**src/hdl/hss_pkg.sv**
```systemverilog
// Shared constants, types and helper functions for the Horspool substring search core.
package hss_pkg;

	localparam int MAX_PATTERN    = 16;
	localparam int POSITION_BITS  = 32;

	// Usable pattern length is bounded by both the window and the 16 pattern bytes
	localparam int PAT_BYTES      = 16;
	localparam int PAT_SEL_BITS   = 4;
	localparam int PAT_CAP        = (MAX_PATTERN < PAT_BYTES) ? MAX_PATTERN : PAT_BYTES;
	localparam int LEN_BITS       = $clog2(PAT_CAP + 1);
	localparam int IDX_BITS       = (PAT_CAP > 1) ? $clog2(PAT_CAP) : 1;
	localparam int WIN_IDX_BITS   = (MAX_PATTERN > 1) ? $clog2(MAX_PATTERN) : 1;
	localparam int POS_EXT_BITS   = POSITION_BITS + 1;

	// Fixed widths of the port fields
	localparam int BYTE_BITS      = 8;
	localparam int CFG_INDEX_BITS = 2;
	localparam int CFG_DATA_BITS  = 64;
	localparam int LEN_REG_BITS   = 5;
	localparam int POS_OUT_BITS   = 32;

	typedef logic [POSITION_BITS-1:0] pos_t;
	typedef logic [LEN_BITS-1:0]      len_t;
	typedef logic [IDX_BITS-1:0]      idx_t;
	typedef logic [BYTE_BITS-1:0]     byte_t;

	localparam pos_t POS_MAX = '1;

	// Register map
	typedef enum logic [CFG_INDEX_BITS-1:0] {
		REG_PATTERN_LOW    = 2'd0,
		REG_PATTERN_HIGH   = 2'd1,
		REG_PATTERN_LENGTH = 2'd2
	} cfg_reg_t;

	// Controller to datapath commands
	typedef struct packed {
		logic take_byte;
		logic emit;
	} hss_cmd_t;

	// Datapath to controller status
	typedef struct packed {
		logic hit;
		logic last_cmp;
	} hss_stat_t;

	// Saturating add of a length-sized value onto a position
	function automatic pos_t sat_add(input pos_t a, input len_t b);
		logic [POS_EXT_BITS-1:0] sum;
		sum = {1'b0, a} + POS_EXT_BITS'(b);
		if (sum[POSITION_BITS]) begin
			return POS_MAX;
		end
		return sum[POSITION_BITS-1:0];
	endfunction

	// Clamp the raw length register into 1..PAT_CAP
	function automatic len_t eff_len(input logic [LEN_REG_BITS-1:0] raw);
		if (raw == '0) begin
			return len_t'(1);
		end
		if (int'(raw) > PAT_CAP) begin
			return len_t'(PAT_CAP);
		end
		return len_t'(raw);
	endfunction

endpackage

```
**src/hdl/hss_in_if.sv**
```systemverilog
// Text byte input channel.
interface hss_in_if;
	import hss_pkg::*;

	logic  valid;
	logic  ready;
	byte_t text_byte;

	modport source (output valid, output text_byte, input ready);
	modport sink (input valid, input text_byte, output ready);
endinterface

```
**src/hdl/hss_out_if.sv**
```systemverilog
// Compared position result channel.
interface hss_out_if;
	import hss_pkg::*;

	logic                    valid;
	logic                    ready;
	logic [POS_OUT_BITS-1:0] compared_position;
	logic                    last_of_run;

	modport source (output valid, output compared_position, output last_of_run, input ready);
	modport sink (input valid, input compared_position, input last_of_run, output ready);
endinterface

```
**src/hdl/hss_cfg_if.sv**
```systemverilog
// Configuration register write channel.
interface hss_cfg_if;
	import hss_pkg::*;

	logic                      valid;
	logic                      ready;
	logic [CFG_INDEX_BITS-1:0] reg_index;
	logic [CFG_DATA_BITS-1:0]  reg_data;

	modport source (output valid, output reg_index, output reg_data, input ready);
	modport sink (input valid, input reg_index, input reg_data, output ready);
endinterface

```
**src/hdl/hss_ctrl.sv**
```systemverilog
// Controller state machine: byte intake and sequencing of the right-to-left compare.
module hss_ctrl
	import hss_pkg::*;
(
	input  logic      clk,
	input  logic      arst_n,
	input  logic      in_valid,
	output logic      in_ready,
	output logic      out_valid,
	input  logic      out_ready,
	input  hss_stat_t stat,
	output hss_cmd_t  cmd
);

	typedef enum logic {
		ST_IDLE,
		ST_CMP
	} state_t;

	state_t state_q;
	logic   out_valid_q;
	logic   can_load;

	// Take bytes only between alignments
	assign in_ready      = (state_q == ST_IDLE);
	assign can_load      = !out_valid_q || out_ready;
	assign cmd.take_byte = in_valid && in_ready;
	assign cmd.emit      = (state_q == ST_CMP) && can_load;
	assign out_valid     = out_valid_q;

	// Hold state and the output valid flag
	always_ff @(posedge clk or negedge arst_n) begin
		if (!arst_n) begin
			state_q     <= ST_IDLE;
			out_valid_q <= 1'b0;
		end else begin
			if (cmd.emit) begin
				out_valid_q <= 1'b1;
			end else if (out_ready) begin
				out_valid_q <= 1'b0;
			end
			unique case (state_q)
				ST_IDLE: begin
					if (cmd.take_byte && stat.hit) begin
						state_q <= ST_CMP;
					end
				end
				ST_CMP: begin
					if (cmd.emit && stat.last_cmp) begin
						state_q <= ST_IDLE;
					end
				end
				default: begin
					state_q <= ST_IDLE;
				end
			endcase
		end
	end

endmodule

```
**src/hdl/hss_dp.sv**
```systemverilog
// Datapath: pattern registers, text window, position counters, shift and compare logic.
module hss_dp
	import hss_pkg::*;
(
	input  logic                     clk,
	input  logic                     arst_n,
	hss_cfg_if.sink                  cfg,
	input  byte_t                    text_byte,
	input  hss_cmd_t                 cmd,
	output hss_stat_t                stat,
	output logic [POS_OUT_BITS-1:0]  compared_position,
	output logic                     last_of_run
);

	logic [CFG_DATA_BITS-1:0] pat_low_q;
	logic [CFG_DATA_BITS-1:0] pat_high_q;
	logic [LEN_REG_BITS-1:0]  pat_len_q;
	byte_t                    window_q [MAX_PATTERN];
	pos_t                     byte_count_q;
	pos_t                     align_end_q;
	idx_t                     idx_q;
	pos_t                     pos_q;
	logic                     last_q;

	byte_t                    pat_b [PAT_BYTES];
	len_t                     len;
	len_t                     shift;
	len_t                     pat_k;
	byte_t                    win_b;
	logic                     hit;
	logic                     last_cmp;

	assign cfg.ready = 1'b1;
	assign len       = eff_len(pat_len_q);

	// Split the pattern registers into bytes
	always_comb begin
		for (int j = 0; j < PAT_BYTES; j++) begin
			if (j < 8) begin
				pat_b[j] = pat_low_q[j*8 +: 8];
			end else begin
				pat_b[j] = pat_high_q[(j-8)*8 +: 8];
			end
		end
	end

	// Bad-character shift of the incoming byte: rightmost match below the last position
	always_comb begin
		shift = len;
		for (int k = 0; k < PAT_CAP - 1; k++) begin
			if ((len_t'(k + 1) < len) && (pat_b[k] == text_byte)) begin
				shift = len - len_t'(k + 1);
			end
		end
	end

	// Incoming byte completes the current alignment
	assign hit = (byte_count_q != POS_MAX) && ((byte_count_q + pos_t'(1)) == align_end_q);

	// Compare one window byte against its pattern byte, right to left
	assign pat_k    = len - len_t'(1) - len_t'(idx_q);
	assign win_b    = window_q[WIN_IDX_BITS'(idx_q)];
	assign last_cmp = (win_b != pat_b[PAT_SEL_BITS'(pat_k)]) ||
	                  ((len_t'(idx_q) + len_t'(1)) == len);

	assign stat.hit      = hit;
	assign stat.last_cmp = last_cmp;

	// Configuration and stream state
	always_ff @(posedge clk or negedge arst_n) begin
		if (!arst_n) begin
			pat_low_q    <= '0;
			pat_high_q   <= '0;
			pat_len_q    <= LEN_REG_BITS'(1);
			byte_count_q <= '0;
			align_end_q  <= pos_t'(1);
			idx_q        <= '0;
			for (int j = 0; j < MAX_PATTERN; j++) begin
				window_q[j] <= '0;
			end
		end else begin
			if (cfg.valid) begin
				unique case (cfg.reg_index)
					REG_PATTERN_LOW: begin
						pat_low_q <= cfg.reg_data;
					end
					REG_PATTERN_HIGH: begin
						pat_high_q <= cfg.reg_data;
					end
					REG_PATTERN_LENGTH: begin
						pat_len_q   <= cfg.reg_data[LEN_REG_BITS-1:0];
						align_end_q <= sat_add(byte_count_q,
						                       eff_len(cfg.reg_data[LEN_REG_BITS-1:0]));
					end
					default: begin
					end
				endcase
			end
			if (cmd.take_byte) begin
				for (int j = MAX_PATTERN - 1; j > 0; j--) begin
					window_q[j] <= window_q[j-1];
				end
				window_q[0] <= text_byte;
				idx_q       <= '0;
				if (byte_count_q != POS_MAX) begin
					byte_count_q <= byte_count_q + pos_t'(1);
				end
				if (hit) begin
					align_end_q <= sat_add(align_end_q, shift);
				end
			end else if (cmd.emit) begin
				idx_q <= idx_q + idx_t'(1);
			end
		end
	end

	// Output register: load one compared position per emit
	always_ff @(posedge clk) begin
		if (cmd.emit) begin
			pos_q  <= byte_count_q - pos_t'(idx_q);
			last_q <= last_cmp;
		end
	end

	assign compared_position = POS_OUT_BITS'(pos_q);
	assign last_of_run       = last_q;

endmodule

```
**src/hdl/horspool_substring_search_core.sv**
```systemverilog
// Horspool substring search core: one text byte per transfer, compared positions out.
// A byte that does not end an alignment leaves the core idle, ready for the next byte.
// A byte that ends an alignment yields n results (1..16), one per cycle unless the
// result channel stalls; the next byte is taken once the last result is issued.
// The compare sequencer checks one pattern byte per cycle while the output can load.
// arst_n clears the window and byte count, pattern to zero, length 1, alignment end 1.
module horspool_substring_search_core
	import hss_pkg::*;
(
	input  logic     clk,
	input  logic     arst_n,
	hss_in_if.sink   text_in,
	hss_out_if.source result_out,
	hss_cfg_if.sink  cfg
);

	hss_cmd_t  cmd;
	hss_stat_t stat;

	// Sequence byte intake and result transfers
	hss_ctrl u_ctrl (
		.clk       (clk),
		.arst_n    (arst_n),
		.in_valid  (text_in.valid),
		.in_ready  (text_in.ready),
		.out_valid (result_out.valid),
		.out_ready (result_out.ready),
		.stat      (stat),
		.cmd       (cmd)
	);

	// Hold pattern, window and positions
	hss_dp u_dp (
		.clk               (clk),
		.arst_n            (arst_n),
		.cfg               (cfg),
		.text_byte         (text_in.text_byte),
		.cmd               (cmd),
		.stat              (stat),
		.compared_position (result_out.compared_position),
		.last_of_run       (result_out.last_of_run)
	);

endmodule
```
**src/flat_wrapper.sv**
```systemverilog
// flat-port wrapper written by rule: the top's interface ports become plain ports
module horspool_substring_search_core_flat import hss_pkg::*;
  (clk, arst_n, text_in_valid, text_in_text_byte, text_in_ready, result_out_valid, result_out_compared_position, result_out_last_of_run, result_out_ready, cfg_valid, cfg_reg_index, cfg_reg_data, cfg_ready);
  hss_in_if text_in_i ();
  hss_out_if result_out_i ();
  hss_cfg_if cfg_i ();
  input  logic clk;
  input  logic arst_n;
  input wire logic [$bits(text_in_i.valid)-1:0] text_in_valid;
  input wire logic [$bits(text_in_i.text_byte)-1:0] text_in_text_byte;
  output wire logic [$bits(text_in_i.ready)-1:0] text_in_ready;
  output wire logic [$bits(result_out_i.valid)-1:0] result_out_valid;
  output wire logic [$bits(result_out_i.compared_position)-1:0] result_out_compared_position;
  output wire logic [$bits(result_out_i.last_of_run)-1:0] result_out_last_of_run;
  input wire logic [$bits(result_out_i.ready)-1:0] result_out_ready;
  input wire logic [$bits(cfg_i.valid)-1:0] cfg_valid;
  input wire logic [$bits(cfg_i.reg_index)-1:0] cfg_reg_index;
  input wire logic [$bits(cfg_i.reg_data)-1:0] cfg_reg_data;
  output wire logic [$bits(cfg_i.ready)-1:0] cfg_ready;
  assign text_in_i.valid = text_in_valid;
  assign text_in_i.text_byte = text_in_text_byte;
  assign text_in_ready = text_in_i.ready;
  assign result_out_valid = result_out_i.valid;
  assign result_out_compared_position = result_out_i.compared_position;
  assign result_out_last_of_run = result_out_i.last_of_run;
  assign result_out_i.ready = result_out_ready;
  assign cfg_i.valid = cfg_valid;
  assign cfg_i.reg_index = cfg_reg_index;
  assign cfg_i.reg_data = cfg_reg_data;
  assign cfg_ready = cfg_i.ready;
  horspool_substring_search_core u_core (.clk(clk), .arst_n(arst_n), .text_in(text_in_i), .result_out(result_out_i), .cfg(cfg_i));
endmodule
```
**config.mk**
```make
export PLATFORM = sky130hd
export DESIGN_NAME = horspool_substring_search_core_flat
export DESIGN_NICKNAME = d
export VERILOG_FILES = /design/src/hdl/hss_pkg.sv /design/src/hdl/hss_in_if.sv /design/src/hdl/hss_out_if.sv /design/src/hdl/hss_cfg_if.sv /design/src/hdl/hss_ctrl.sv /design/src/hdl/hss_dp.sv /design/src/hdl/horspool_substring_search_core.sv /design/src/flat_wrapper.sv
export SDC_FILE = /design/constraint.sdc
export NUM_CORES = 1
export LEC_CHECK = 0
export BUFFER_PORTS_ARGS = -buffer_cell sky130_fd_sc_hd__buf_2
export CELL_PAD_IN_SITES_DETAIL_PLACEMENT = 1
export CELL_PAD_IN_SITES_GLOBAL_PLACEMENT = 2
export CORE_UTILIZATION = 30
export CTS_CLUSTER_SIZE = 28
export DETAILED_ROUTE_END_ITERATION = 12
export PLACE_DENSITY = 0.57
export SLEW_MARGIN = 10
export SYNTH_ARGS = -nofsm -noshare
export SYNTH_HDL_FRONTEND = slang
export SYNTH_SLANG_ARGS = --single-unit
```
**constraint.sdc**
```tcl
create_clock -name clk -period 7.1 [get_ports clk]
set_input_delay 1.065 -clock clk [delete_from_list [all_inputs] [get_ports clk]]
set_output_delay 1.065 -clock clk [all_outputs]
set_load 0.03 [all_outputs]
```
==> impl_metrics.env <==
export IMPL_clock_tree_root_cell="sky130_fd_sc_hd__clkbuf_16"
export IMPL_cp_arrival_ps=6800
export IMPL_hold_path_class="input pin to async pin"
export IMPL_power_density_nw_per_um2=321
export IMPL_path_clk_slew_ps=60
export IMPL_synth_edff_count=33
export IMPL_avgRoutedWirePerCell_um=25.1
export IMPL_clock_sink_count=364
export IMPL_worst_ir_drop_vdd_uv=168
export IMPL_fin_worst_hold_slack_ps=491
export IMPL_worst_skew_pair_late_latency_ps=590
export IMPL_cp_required_ps=7600
export IMPL_static_leakage_power_nw=10.2
export IMPL_outcome="complete, but fails checks"
export IMPL_num_nets_final=2185
export IMPL_overall_power_of_the_completed_layout_mw=8.18
export IMPL_area_growth_pct=14.1
export IMPL_hold_viol_final=0
export IMPL_dr_first_iter_drc_count=940
export IMPL_multi_input_comb_area_um2=12300
export IMPL_power_frac_seq_pct=38.6
export IMPL_intPower_mw=5.37
export IMPL_worstMarginPinSlew_ps=1010
export IMPL_max_clock_freq_mhz=159
export IMPL_power_switching_mw=2.81
export IMPL_worst_slack_ps=801
export IMPL_setup_total_negative_slack_ps=0
export IMPL_violations_in_the_final_reports="DRC"
export IMPL_place_hpwl_um=57600
export IMPL_worstSetupPathType="register to register"
export IMPL_setup_viol_count_final=0
export IMPL_synth_cells=1999
export IMPL_min_period_ps=6300
export IMPL_routabilityCongestion=0.896
export IMPL_critPathTopFamily="simple AND/OR/NAND/NOR gates"
export IMPL_fin_crit_sh_pct=88.7
export IMPL_grt_usage_pct=20.6
export IMPL_cts_hold_buffers=0
export IMPL_swShare_pct=34.3
export IMPL_drt_first_pass_iters=10
export IMPL_kind_of_end_point_of_the_critical_path="register"
export IMPL_syn_area_per_cell_um2=11.2
export IMPL_h_tree_depth=2
export IMPL_synth_ff_type="sky130_fd_sc_hd__dfrtp_1"
export IMPL_cp_slowest_stage_delay_ps=780
export IMPL_cts_buffers_inserted=46
export IMPL_wl_um=76900
export IMPL_crit_path_max_fanout=31
export IMPL_num_rows=99
export IMPL_ctsResizeCount=0
export IMPL_worst_clock_skew_ps=23.0
export IMPL_cts_repair_timing_setup_buffer_count=0
export IMPL_layout_cell_share_with_drive_strength_beyond_1_pct=29.2
export IMPL_critPathBufInv=2
export IMPL_final_common_cell="sky130_fd_sc_hd__dfrtp_1"
export IMPL_die_width_um=275
export IMPL_cp_start_kind="register"
export IMPL_syn_nets=2116
export IMPL_p_comb_share_pct=31.0
export IMPL_grt_antenna_before_repair=3
export IMPL_rsz0062_at_grt="no"
export IMPL_yosysWarnings=0
export IMPL_io_buffers=113
export IMPL_seq_area_um2=9280
export IMPL_vias_per_cell=5.33
export IMPL_post_place_ws_ps=870
export IMPL_mostFrequentLayoutCells="sky130_fd_sc_hd__dfrtp_1, sky130_fd_sc_hd__mux2_2, sky130_fd_sc_hd__xnor2_1"
export IMPL_top_level_ports=115
export IMPL_clock_tree_buffer_depth=3
export IMPL_critical_path_top_cell_by_count="sky130_fd_sc_hd__o21ai_0"
export IMPL_relative_slew_slack_pct=32.7
export IMPL_cap_viol_max_count=0
export IMPL_clkPwrFrac_pct=30.3
export IMPL_chipHeight_um=275
export IMPL_first_global_vias=17600
export IMPL_grt_max_degree=108
export IMPL_n_fill_cell=8002
export IMPL_async_flop_share_pct=90.9
export IMPL_core_region_area_um2=73200
export IMPL_clock_tree_from_tritoncts="built"
export IMPL_post_synthesis_sequential_element_count=364
export IMPL_global_route_wire_length_before_repair_um=116000
export IMPL_die_area_um2=75500
export IMPL_path_cells="and2b_1 -> inv_2 -> ha_1 -> nand2_1 -> o2111ai_1 -> or4_1 -> o31ai_1 -> a21oi_1 -> o21ai_0 -> a31oi_1 -> o21ai_0 -> xnor2_1 -> ha_1 -> inv_1 -> fa_1 -> nor2b_1 -> o21a_1 -> o21ai_0 -> a21oi_1 -> and3_1 -> nand3_1 -> nand2_2 -> o22ai_1 -> a311oi_2"
export IMPL_final_max_slew_viol_count=0
export IMPL_drc=2
export IMPL_detail_route_antenna_nets=0
export IMPL_synth_cell_area_um2=22300
export IMPL_seq_area_frac_synth_pct=41.6
export IMPL_grt_ovfl_total=0
export IMPL_initial_utilization_pct=30.5
export IMPL_synthDistinctLibCells=90
export IMPL_detailroute_via_count=16300
export IMPL_cp_slowest_cell="sky130_fd_sc_hd__or4_1"
## stage by stage
| step | utilization (%) | cell area [um^2] | cells |
|---|---|---|---|
| 2_1_floorplan | - | 22300 | 1999 |
| 3_3_place_gp | 32.6 | 23800 | 2979 |
| 3_5_place_dp | 32.6 | 23800 | 2979 |
| 4_1_cts | 34.8 | 25500 | 3062 |
| 5_1_grt | 34.8 | 25500 | 3062 |
| 6_report | 34.8 | 25500 | 3063 |
## cell type report
class / instances / area share (%)
antenna: 1 / 0.00983
clock buffer: 62 / 5.23
clock inverter: 21 / 1.07
inverter: 44 / 0.649
multi-input combinational: 1455 / 48.2
sequential: 364 / 36.5
tap: 959 / 4.71
timing repair buffer: 157 / 3.66
## layer usage
| layer | wire (um) | GRT usage, % | vias to the layer above |
|---|---|---|---|
| met4 | 1850 | 5.20 | 0 |
| met3 | 2840 | 3.05 | 95 |
| li1 | - | - | 7435 |
| met5 | 0 | 0 | - |
| met1 | 36200 | 29.0 | 8505 |
| met2 | 36000 | 33.0 | 298 |
## cell usage after synthesis (all sizes together), types with 5 or more instances
master  instances  area share (%)
nand4          43             1.2
xor2          116             4.6
a311oi          8            0.37
nor2          120             2.0
nand2b         17            0.48
mux4           80             8.1
or4             7            0.25
inv            43            0.72
ha             34             1.9
o32ai           8            0.31
a211oi         10            0.34
or2             9            0.26
mux2i          11            0.49
nor4           33             1.1
nor2b          13            0.36
a21boi          6            0.20
o21bai          7            0.24
o211ai         10            0.34
nor3           57             1.3
a21o           10            0.34
o21a            5            0.17
o22ai          23            0.71
edfxtp         33             4.4
a21oi          48             1.1
and3           18            0.50
clkbuf         85             1.4
a31o            5            0.24
or3            10            0.28
nand4b          5            0.20
a31oi          24            0.67
xnor2         164             6.5
nand2         112             1.9
nor3b           5            0.17
and4           15            0.59
dfrtp         329              37
nand3          63             1.4
mux2          256              13
o21ai          50             1.1
buf            51             1.3
## flip-flops by register name (all words and copies together) (netlist names)
register                       count
u_core.u_ctrl.out_valid            1
u_core.u_ctrl.state_q              1
u_core.u_dp.align_end_q           32
u_core.u_dp.byte_count_q          32
u_core.u_dp.compared_position     32
u_core.u_dp.idx_q                  4
u_core.u_dp.last_of_run            1
u_core.u_dp.pat_high_q            64
u_core.u_dp.pat_len_q              5
u_core.u_dp.pat_low_q             64
u_core.u_dp.window_q             128
## logic make-up (layout without fill, tap and decap cells)
family          after synthesis  after routing  synth area share [%]
simple gates                540            540                  12.6
flops                       364            364                  41.6
mux                         347            347                  21.5
xor+xnor                    280            280                  11.0
compound gates              249            249                  7.53
buf+inv                     180            284                  3.47
fa+ha+maj                    38             38                  2.27
other cells                   1              2                0.0168
## power groups by stage
stage          sequential [mW]  clock [mW]  combinational [mW]
6_report                  3.16        2.48                2.54
4_1_cts                   3.17        2.57                2.57
5_1_grt                   3.24        2.64                2.76
3_3_place_gp              3.17           0                2.52
3_5_place_dp              3.20           0                2.55
2_1_floorplan             2.90           0                1.91
## worst paths after layout
path,from,endpoint,slack [ps],depth (start not counted)
min in group clk,u_core.u_dp.window_q[1],u_core.u_dp.window_q[1],510,1
max in group asynchronous,arst_n,u_core.u_dp.window_q[78],5080,2
worst min register to register,u_core.u_dp.window_q[1],u_core.u_dp.window_q[1],510,1
worst min-delay path,arst_n,u_core.u_dp.byte_count_q[29],490,1
worst max register to register,u_core.u_dp.pat_len_q[3],u_core.u_dp.align_end_q[5],800,24
worst max-delay path,u_core.u_dp.pat_len_q[3],u_core.u_dp.align_end_q[5],800,24
(Power assumes the default switching activity.)
